==> src/sv/vbc_pkg.sv <==
// Package for the Vigenere byte cipher: widths, character codes, register
// indexes and the item type handed from the front end to the back end.
// No dependencies.
package vbc_pkg;

  localparam int BYTE_W          = 8;
  localparam int SHIFT_W         = 5;
  localparam int KEY_LETTERS     = 12;
  localparam int KEY_SHIFTS_W    = KEY_LETTERS * SHIFT_W;
  localparam int KEY_LENGTH_W    = 4;
  localparam int POS_W           = 4;
  localparam int CFG_INDEX_W     = 2;
  localparam int CFG_DATA_W      = KEY_SHIFTS_W;
  localparam int MAX_KEY_LETTERS = 12;
  localparam int QUEUE_DEPTH     = 2;

  localparam logic [SHIFT_W-1:0] ALPHABET_LEN = 5'd26;

  localparam logic [BYTE_W-1:0] CHAR_LOWER_A = 8'h61;
  localparam logic [BYTE_W-1:0] CHAR_LOWER_Z = 8'h7a;
  localparam logic [BYTE_W-1:0] CHAR_UPPER_A = 8'h41;
  localparam logic [BYTE_W-1:0] CHAR_UPPER_Z = 8'h5a;

  localparam logic [CFG_INDEX_W-1:0] REG_KEY_SHIFTS   = 2'd0;
  localparam logic [CFG_INDEX_W-1:0] REG_KEY_LENGTH   = 2'd1;
  localparam logic [CFG_INDEX_W-1:0] REG_DECRYPT_MODE = 2'd2;

  typedef struct packed {
    logic [BYTE_W-1:0]  data;
    logic               letter;
    logic [SHIFT_W-1:0] shift;
  } queue_entry_t;

endpackage

==> src/sv/vbc_in_if.sv <==
// Input channel of the Vigenere byte cipher: valid/ready, one message byte and message_start.
// Depends on vbc_pkg.
interface vbc_in_if;
  import vbc_pkg::*;

  logic              valid;
  logic              ready;
  logic [BYTE_W-1:0] byte_in;
  logic              message_start;

  modport source (output valid, output byte_in, output message_start, input ready);
  modport sink (input valid, input byte_in, input message_start, output ready);
endinterface

==> src/sv/vbc_out_if.sv <==
// Output channel of the Vigenere byte cipher: valid/ready plus one result byte.
// Depends on vbc_pkg.
interface vbc_out_if;
  import vbc_pkg::*;

  logic              valid;
  logic              ready;
  logic [BYTE_W-1:0] byte_out;

  modport source (output valid, output byte_out, input ready);
  modport sink (input valid, input byte_out, output ready);
endinterface

==> src/sv/vbc_front.sv <==
// Front end: accepts items, classifies letters, tracks the key position and
// picks the effective shift. Depends on vbc_pkg and vbc_in_if.
module vbc_front #(
  parameter int MAX_KEY_LETTERS = vbc_pkg::MAX_KEY_LETTERS
) (
  input  logic                                clk,
  input  logic                                rst,
  vbc_in_if.sink                              in_port,
  input  logic [vbc_pkg::KEY_SHIFTS_W-1:0]    key_shifts,
  input  logic [vbc_pkg::KEY_LENGTH_W-1:0]    key_length,
  input  logic                                decrypt_mode,
  input  logic                                queue_full,
  output logic                                push,
  output vbc_pkg::queue_entry_t               push_entry
);
  import vbc_pkg::*;

  localparam logic [POS_W-1:0] MaxLen = POS_W'(MAX_KEY_LETTERS);

  logic [POS_W-1:0]   key_position;
  logic [POS_W-1:0]   key_position_next;
  logic [POS_W-1:0]   len;
  logic [POS_W-1:0]   pos_start;
  logic [POS_W-1:0]   pos_use;
  logic [POS_W-1:0]   pos_inc;
  logic [5:0]         shift_lsb;
  logic [SHIFT_W-1:0] raw_shift;
  logic [SHIFT_W-1:0] red_shift;
  logic [SHIFT_W-1:0] eff_shift;
  logic               letter;
  logic               active;

  assign in_port.ready = !queue_full;
  assign push          = in_port.valid && !queue_full;

  always_comb begin
    len       = (key_length > MaxLen) ? MaxLen : key_length;
    pos_start = in_port.message_start ? '0 : key_position;
    pos_use   = (pos_start >= len) ? '0 : pos_start;
    pos_inc   = pos_use + 1'b1;
    letter    = (in_port.byte_in >= CHAR_LOWER_A && in_port.byte_in <= CHAR_LOWER_Z) ||
                (in_port.byte_in >= CHAR_UPPER_A && in_port.byte_in <= CHAR_UPPER_Z);
    active    = letter && (len != '0);
    shift_lsb = 6'(pos_use) * 6'd5;
    raw_shift = key_shifts[shift_lsb +: SHIFT_W];
    red_shift = (raw_shift >= ALPHABET_LEN) ? raw_shift - ALPHABET_LEN : raw_shift;
    if (decrypt_mode && red_shift != '0) begin
      eff_shift = ALPHABET_LEN - red_shift;
    end else begin
      eff_shift = red_shift;
    end
    if (active) begin
      key_position_next = (pos_inc == len) ? '0 : pos_inc;
    end else begin
      key_position_next = pos_start;
    end
    push_entry.data   = in_port.byte_in;
    push_entry.letter = active;
    push_entry.shift  = eff_shift;
  end

  always_ff @(posedge clk) begin
    if (rst) begin
      key_position <= '0;
    end else if (push) begin
      key_position <= key_position_next;
    end
  end

endmodule

==> src/sv/vbc_queue.sv <==
// Short item queue between the front end and the back end.
// Depends on vbc_pkg.
module vbc_queue #(
  parameter int DEPTH = vbc_pkg::QUEUE_DEPTH
) (
  input  logic                  clk,
  input  logic                  rst,
  input  logic                  push,
  input  vbc_pkg::queue_entry_t push_entry,
  output logic                  full,
  input  logic                  pop,
  output vbc_pkg::queue_entry_t pop_entry,
  output logic                  not_empty
);
  import vbc_pkg::*;

  localparam int PtrW = (DEPTH > 1) ? $clog2(DEPTH) : 1;
  localparam int CntW = $clog2(DEPTH + 1);
  localparam logic [PtrW-1:0] LastPtr = PtrW'(DEPTH - 1);
  localparam logic [CntW-1:0] FullCnt = CntW'(DEPTH);

  queue_entry_t    mem [DEPTH];
  logic [PtrW-1:0] wr_ptr;
  logic [PtrW-1:0] rd_ptr;
  logic [CntW-1:0] count;
  logic            do_push;
  logic            do_pop;

  assign full      = (count == FullCnt);
  assign not_empty = (count != '0);
  assign do_push   = push && !full;
  assign do_pop    = pop && not_empty;
  assign pop_entry = mem[rd_ptr];

  always_ff @(posedge clk) begin
    if (do_push) begin
      mem[wr_ptr] <= push_entry;
    end
  end

  always_ff @(posedge clk) begin
    if (rst) begin
      wr_ptr <= '0;
      rd_ptr <= '0;
      count  <= '0;
    end else begin
      if (do_push) begin
        wr_ptr <= (wr_ptr == LastPtr) ? '0 : wr_ptr + 1'b1;
      end
      if (do_pop) begin
        rd_ptr <= (rd_ptr == LastPtr) ? '0 : rd_ptr + 1'b1;
      end
      if (do_push && !do_pop) begin
        count <= count + 1'b1;
      end else if (do_pop && !do_push) begin
        count <= count - 1'b1;
      end
    end
  end

endmodule

==> src/sv/vbc_back.sv <==
// Back end: applies the shift modulo 26 within the letter's case and holds
// the result in the output register. Depends on vbc_pkg and vbc_out_if.
module vbc_back (
  input  logic                  clk,
  input  logic                  rst,
  input  logic                  not_empty,
  input  vbc_pkg::queue_entry_t entry,
  output logic                  pop,
  vbc_out_if.source             out_port
);
  import vbc_pkg::*;

  logic [SHIFT_W-1:0] letter_idx;
  logic [SHIFT_W:0]   sum;
  logic [SHIFT_W:0]   wrapped;
  logic [BYTE_W-1:0]  result;

  assign pop = not_empty && (!out_port.valid || out_port.ready);

  // Letters carry 1..26 in their low five bits; the case sits in bit 5.
  always_comb begin
    letter_idx = entry.data[SHIFT_W-1:0] - 1'b1;
    sum        = {1'b0, letter_idx} + {1'b0, entry.shift};
    wrapped    = (sum >= {1'b0, ALPHABET_LEN}) ? sum - {1'b0, ALPHABET_LEN} : sum;
    if (entry.letter) begin
      result = {entry.data[BYTE_W-1:SHIFT_W], wrapped[SHIFT_W-1:0] + 1'b1};
    end else begin
      result = entry.data;
    end
  end

  always_ff @(posedge clk) begin
    if (rst) begin
      out_port.valid <= 1'b0;
    end else if (pop) begin
      out_port.valid <= 1'b1;
    end else if (out_port.ready) begin
      out_port.valid <= 1'b0;
    end
  end

  always_ff @(posedge clk) begin
    if (pop) begin
      out_port.byte_out <= result;
    end
  end

endmodule

==> src/sv/vigenere_byte_cipher.sv <==
// Vigenere byte cipher, top level: configuration registers, front end,
// item queue and back end. Depends on vbc_pkg, vbc_in_if, vbc_out_if,
// vbc_front, vbc_queue and vbc_back.
//
// One byte in, one byte out. ASCII letters are shifted modulo 26 within
// their case by the current key letter (added in encrypt mode, subtracted
// in decrypt mode); other bytes pass unchanged and do not advance the key.
// message_start restarts the key at letter zero; a key length of zero
// passes every byte through. The block takes one item per cycle while the
// queue is not full. The combinational front end writes each accepted item
// into the queue at the accepting edge, and the back end moves it into its
// output register once that register is free. The queue absorbs output
// stalls, so input ready drops only once the queue is full. Write the
// configuration registers only while no items are in flight.
module vigenere_byte_cipher #(
  parameter int MAX_KEY_LETTERS = vbc_pkg::MAX_KEY_LETTERS,
  parameter int QUEUE_DEPTH     = vbc_pkg::QUEUE_DEPTH
) (
  input  logic                            clk,
  input  logic                            rst,
  vbc_in_if.sink                          stream_in,
  vbc_out_if.source                       stream_out,
  input  logic                            write_enable,
  input  logic [vbc_pkg::CFG_INDEX_W-1:0] write_index,
  input  logic [vbc_pkg::CFG_DATA_W-1:0]  write_data
);
  import vbc_pkg::*;

  logic [KEY_SHIFTS_W-1:0] key_shifts;
  logic [KEY_LENGTH_W-1:0] key_length;
  logic                    decrypt_mode;
  logic                    push;
  logic                    pop;
  logic                    queue_full;
  logic                    queue_not_empty;
  queue_entry_t            push_entry;
  queue_entry_t            pop_entry;

  always_ff @(posedge clk) begin
    if (rst) begin
      key_shifts   <= '0;
      key_length   <= '0;
      decrypt_mode <= 1'b0;
    end else if (write_enable) begin
      unique case (write_index)
        REG_KEY_SHIFTS:   key_shifts   <= write_data[KEY_SHIFTS_W-1:0];
        REG_KEY_LENGTH:   key_length   <= write_data[KEY_LENGTH_W-1:0];
        REG_DECRYPT_MODE: decrypt_mode <= write_data[0];
        default: ;
      endcase
    end
  end

  vbc_front #(
    .MAX_KEY_LETTERS(MAX_KEY_LETTERS)
  ) u_front (
    .clk          (clk),
    .rst          (rst),
    .in_port      (stream_in),
    .key_shifts   (key_shifts),
    .key_length   (key_length),
    .decrypt_mode (decrypt_mode),
    .queue_full   (queue_full),
    .push         (push),
    .push_entry   (push_entry)
  );

  vbc_queue #(
    .DEPTH(QUEUE_DEPTH)
  ) u_queue (
    .clk        (clk),
    .rst        (rst),
    .push       (push),
    .push_entry (push_entry),
    .full       (queue_full),
    .pop        (pop),
    .pop_entry  (pop_entry),
    .not_empty  (queue_not_empty)
  );

  vbc_back u_back (
    .clk       (clk),
    .rst       (rst),
    .not_empty (queue_not_empty),
    .entry     (pop_entry),
    .pop       (pop),
    .out_port  (stream_out)
  );

endmodule
==> src/flat_wrapper.sv <==
// flat-port wrapper written by rule: the top's interface ports become plain ports
module vigenere_byte_cipher_flat import vbc_pkg::*;
#(
  parameter int MAX_KEY_LETTERS = vbc_pkg::MAX_KEY_LETTERS,
  parameter int QUEUE_DEPTH     = vbc_pkg::QUEUE_DEPTH
)
  (clk, rst, write_enable, write_index, write_data, stream_in_valid, stream_in_byte_in, stream_in_message_start, stream_in_ready, stream_out_valid, stream_out_byte_out, stream_out_ready);
  vbc_in_if stream_in_i ();
  vbc_out_if stream_out_i ();
  input  logic clk;
  input  logic rst;
  input  logic write_enable;
  input  logic [vbc_pkg::CFG_INDEX_W-1:0] write_index;
  input  logic [vbc_pkg::CFG_DATA_W-1:0] write_data;
  input wire logic [$bits(stream_in_i.valid)-1:0] stream_in_valid;
  input wire logic [$bits(stream_in_i.byte_in)-1:0] stream_in_byte_in;
  input wire logic [$bits(stream_in_i.message_start)-1:0] stream_in_message_start;
  output wire logic [$bits(stream_in_i.ready)-1:0] stream_in_ready;
  output wire logic [$bits(stream_out_i.valid)-1:0] stream_out_valid;
  output wire logic [$bits(stream_out_i.byte_out)-1:0] stream_out_byte_out;
  input wire logic [$bits(stream_out_i.ready)-1:0] stream_out_ready;
  assign stream_in_i.valid = stream_in_valid;
  assign stream_in_i.byte_in = stream_in_byte_in;
  assign stream_in_i.message_start = stream_in_message_start;
  assign stream_in_ready = stream_in_i.ready;
  assign stream_out_valid = stream_out_i.valid;
  assign stream_out_byte_out = stream_out_i.byte_out;
  assign stream_out_i.ready = stream_out_ready;
  vigenere_byte_cipher #(.MAX_KEY_LETTERS(MAX_KEY_LETTERS), .QUEUE_DEPTH(QUEUE_DEPTH)) u_core (.clk(clk), .rst(rst), .stream_in(stream_in_i), .stream_out(stream_out_i), .write_enable(write_enable), .write_index(write_index), .write_data(write_data));
endmodule
==> config.mk <==
export PLATFORM = sky130hd
export DESIGN_NAME = vigenere_byte_cipher_flat
export DESIGN_NICKNAME = d
export VERILOG_FILES = /design/src/sv/vbc_pkg.sv /design/src/sv/vbc_in_if.sv /design/src/sv/vbc_out_if.sv /design/src/sv/vbc_front.sv /design/src/sv/vbc_queue.sv /design/src/sv/vbc_back.sv /design/src/sv/vigenere_byte_cipher.sv /design/src/flat_wrapper.sv
export SDC_FILE = /design/constraint.sdc
export NUM_CORES = 1
export LEC_CHECK = 0
export ABC_AREA = 1
export BUFFER_PORTS_ARGS = -buffer_cell sky130_fd_sc_hd__buf_2
export CAP_MARGIN = 20
export CORE_UTILIZATION = 59
export DETAILED_ROUTE_END_ITERATION = 8
export PLACE_DENSITY = 0.81
export SLEW_MARGIN = 40
export SYNTH_ARGS = -nofsm -noshare
export SYNTH_HDL_FRONTEND = slang
export SYNTH_SLANG_ARGS = --single-unit
==> constraint.sdc <==
create_clock -name clk -period 6.74 [get_ports clk]
set_input_delay 0.674 -clock clk [delete_from_list [all_inputs] [get_ports clk]]
set_output_delay 0.674 -clock clk [all_outputs]
set_load 0.01 [all_outputs]
==> results_tabular.tex <==
\begin{tabular}{lr}
\hline
Metric & Value \\
\hline
\multicolumn{2}{l}{\textbf{Outcome}} \\
\quad Status & finished, final reports clean \\
\multicolumn{2}{l}{\textbf{Clock tree}} \\
\quad Clock Sinks & about 110 \\
\quad Number of resized instances in the post-cts repair step & 0 \\
\quad Hold buffer count at CTS & 0 \\
\quad Max H-tree Level & 3 \\
\quad Root Driver & clkbuf\_16 \\
\quad Clock Tree Buf Depth & 2 \\
\quad Number of buffers added for setup after CTS & 0 \\
\quad Clock tree from TritonCTS & yes \\
\quad Inserted Clock Buffers & 9 \\
\quad Skew-Pair Late Insertion Delay & approximately 0.36 ns \\
\quad Clock transition time at the flip-flop clock pins of the worst setup and hold paths & 0.07 ns \\
\multicolumn{2}{l}{\textbf{STA}} \\
\quad Unrepaired setup endpoints after global routing & no \\
\quad Max Transition Viols Final & 0 \\
\quad Period utilization & 0.813 \\
\quad Normalized max-slew margin & 0.509 \\
\quad Slew @ Worst Pin & $\sim$0.74 ns \\
\quad Setup Total Neg Slack & 0 ns \\
\quad Worst hold slack & between 0.4 and 0.5 ns \\
\quad Final setup fails & 0 \\
\quad Final critical delay including setup and external delays & 5.48 ns \\
\quad Final setup skew & $\sim$0.0065 ns \\
\quad Maximum frequency from static timing analysis & approximately 180 MHz \\
\quad Final hold viol count & 0 \\
\multicolumn{2}{l}{\textbf{Synthesis}} \\
\quad Fraction of registers with async set or reset after synthesis & 0 \\
\quad Count of distinct cell types in the synthesized netlist & 39 \\
\quad Most used flip-flop cell after synthesis & dfxtp\_1 \\
\quad Syn nets & around 1200 \\
\quad Synthesized area per cell & approximately 7 um2 \\
\quad Post-Syn Instances & approximately 1100 \\
\quad Warnings, synthesis & 0 \\
\quad Share of the yosys chip area belonging to registers & 0.357 \\
\quad Number of flops mapped to enable cells by yosys & 36 \\
\quad Synthesized area & 7240 um2 \\
\quad Count of state elements after synthesis & 111 \\
\multicolumn{2}{l}{\textbf{Global routing}} \\
\quad Number of antenna violations at the first check in global routing & 0 \\
\quad Global-route wire length before repair & about 30000 um \\
\quad Largest net degree at the start of global routing & 92 \\
\quad Vias in the first global route & 6461 \\
\quad Total routing usage reported by global routing & 0.296 \\
\quad GRT Residual Overflow & 0 \\
\multicolumn{2}{l}{\textbf{Min path}} \\
\quad Worst hold path class & flip-flop to flip-flop \\
\multicolumn{2}{l}{\textbf{Setup path}} \\
\quad Critical path required time & 6.86 ns \\
\quad Largest fanout on the critical path & 12 \\
\quad Setup slack, reg-to-reg & approximately 1.4 ns \\
\quad Worst EP arrival & about 5.6 ns \\
\quad Most frequent cell on the critical path & nand2\_1 \\
\quad Startpoint type of the worst setup path & primary input \\
\quad Endpoint type of the worst setup path & flip-flop \\
\quad Delay contributed by the slowest stage of the critical path & 0.58 ns \\
\quad Cell family with the largest share of critical-path delay & simple AND/OR/NAND/NOR gates \\
\quad Number of buffers and inverters on the critical path & 5 \\
\quad Setup Crit Path Kind & primary input to flip-flop \\
\quad Slowest CP cell & ha\_1 \\
\multicolumn{2}{l}{\textbf{Final layout}} \\
\quad Diodes inserted & 0 \\
\quad Area growth from synthesis to layout & 10.2\% \\
\quad Final-layout fill cell count & $\sim$1100 \\
\quad Final nets & 1210 \\
\quad Ratio of cells with drive above 1 in the final layout & 0.130 \\
\quad Final Util & 0.667 \\
\multicolumn{2}{l}{\textbf{Floorplan}} \\
\quad Die area & 12700 um2 \\
\quad Starting density of the core & 0.605 \\
\quad Total core area & 12000 um2 \\
\quad Die width & roughly 110 um \\
\quad Die boundary height & 113 um \\
\quad Row cnt & 40 \\
\quad Count of pins on the block boundary & 86 \\
\multicolumn{2}{l}{\textbf{Route}} \\
\quad Iter 0 DRT Violations & around 570 \\
\quad Routed via count divided by cell count & $\sim$5.7 \\
\quad Detailed-route wire length & $\sim$18000 um \\
\quad Final routed DRC violation total & 0 \\
\quad Count of nets left with antenna violations after detail routing & 0 \\
\quad Number of search-and-repair iterations in the first detailed-routing pass & 5 \\
\quad Vias & just over 7000 \\
\quad Average wire length per cell after detail routing & roughly 14 um \\
\multicolumn{2}{l}{\textbf{Power}} \\
\quad Peak supply drop & 0.000236 V \\
\quad Sw frac & 0.404 \\
\quad Static Leak & about 3.6 nW \\
\quad Relative contribution of combinational cells to total power & 0.464 \\
\quad Switching power & around 0.0010 W \\
\quad Power density of the placed cells & approximately 330 nW/um2 \\
\quad Reg power frac & 0.335 \\
\quad Power Internal & around 0.0015 W \\
\quad Clock network power share & 0.201 \\
\multicolumn{2}{l}{\textbf{Place}} \\
\quad Half-perimeter wire length after placement & about 13000 um \\
\quad Weighted congestion reported at the end of routability-driven placement & between 0.9 and 1 \\
\quad Input/output buffers & 85 \\
\multicolumn{2}{l}{\textbf{Job}} \\
\quad Total of max-cap violations & 0 \\
\hline
\end{tabular}
-- power groups by stage --
stage          logic [W]  clock network, W  registers [W]
2_1_floorplan   0.000941                 0       0.000874
3_3_place_gp     0.00117                 0       0.000880
3_5_place_dp     0.00120                 0       0.000883
4_1_cts          0.00121          0.000531       0.000869
5_1_grt          0.00137          0.000557       0.000880
6_report         0.00121          0.000523       0.000869
-- stage by stage --
stage	instance area, um2	worst slack [ns]	std cells	total power (W)
after floorplan	7240	1.32	1063	0.00182
after global placement	7680	1.04	1249	0.00205
after detailed placement	7680	0.934	1249	0.00208
after CTS	7980	1.32	1265	0.00261
after global routing	7980	0.743	1265	0.00280
final	7980	1.26	1265	0.00260
-- kinds of logic after synthesis --
| kind of cell | after synthesis | synth area share |
|---|---|---|
| adders and majority gates | 21 | 0.0384 |
| buffers and inverters | 165 | 0.0921 |
| DFF | 111 | 0.357 |
| AOI/OAI and AO/OA | 188 | 0.135 |
| muxes | 12 | 0.0181 |
| and+or+nand+nor | 548 | 0.338 |
| xor gates and xnor gates | 18 | 0.0218 |
-- final cells by class --
| class | instances | area (um2) | area share |
|---|---|---|---|
| flip-flops and latches | 111 | 2580 | 0.324 |
| inverters | 106 | 398 | 0.0499 |
| clock buffers | 10 | 239 | 0.0300 |
| multi-input cells | 787 | 4000 | 0.501 |
| clock inverters | 6 | 53.8 | 0.00675 |
| well taps | 147 | 184 | 0.0231 |
| repair buffers | 98 | 523 | 0.0656 |
-- worst register-to-register path, delay by kind of cell (launching register included) --
kind / cells / cell delay (ns)
and+or+nand+nor: 19 / 2.27
AOI/OAI and AO/OA: 1 / 0.34
DFF: 1 / 0.34
adders and majority gates: 4 / 1.32
buffers and inverters: 5 / 0.87
-- Yosys cell counts (2+ instances only) --
library cell	n	area (um2)
o21ai_0	87	435
inv_1	100	375
o2111ai_1	2	17.5
xor2_1	13	114
nand2_2	4	25.0
nand4_4	2	42.5
o21bai_1	2	15.0
mux2i_1	3	30.0
nand4_1	42	263
edfxtp_1	36	1080
mux2_2	9	101
ha_1	19	238
dfxtp_1	75	1500
buf_2	14	70.1
nor2_1	99	372
nand3_1	138	691
buf_4	8	60.1
nor3_1	4	20.0
fa_1	2	40.0
o21ai_1	10	50.1
inv_2	5	18.8
nand3_2	2	20.0
nand2_1	250	938
clkbuf_1	36	135
nor2_4	3	33.8
xnor2_1	5	43.8
a21oi_1	81	405
-- worst paths after layout --
| check | cells past startpoint | from | endpoint |
|---|---|---|---|
| min | 1 | u_core.u_queue.rd_ptr | u_core.u_queue.rd_ptr |
| max | 29 | stream_in_message_start | u_core.u_queue.mem[0][4] |
| max reg2reg | 29 | u_core.u_front.key_position[3] | u_core.u_queue.mem[0][4] |
| min reg2reg | 1 | u_core.u_queue.rd_ptr | u_core.u_queue.rd_ptr |
-- registers in the layout, indices dropped and copies added (netlist names), 2 cells and up, named ones only --
name,flops
u_core.key_length,4
u_core.key_shifts,60
u_core.u_queue.mem,28
u_core.u_front.key_position,4
u_core.u_queue.count,2
u_core.u_back.out_port.byte_out,8
-- routing by layer --
layer,up-vias,global-route usage,routed length (um)
met5,-,0,0
met4,0,0.135,592
met3,45,0.0450,816
met2,224,0.521,8870
met1,3267,0.358,7760
li1,3664,-,-
-- layout by cell type, fill, tap and decap left out, types with 9 or more instances in the layout --
cell type,n
inv_1,100
nand4_1,42
xor2_1,13
nand3_1,138
dfxtp_1,75
clkbuf_16,9
mux2_2,9
buf_4,13
buf_2,85
o21ai_1,10
ha_1,19
o21ai_0,87
nand2_1,250
nor2_1,98
edfxtp_1,36
a21oi_1,80
Power figures use the tool's default switching activity.
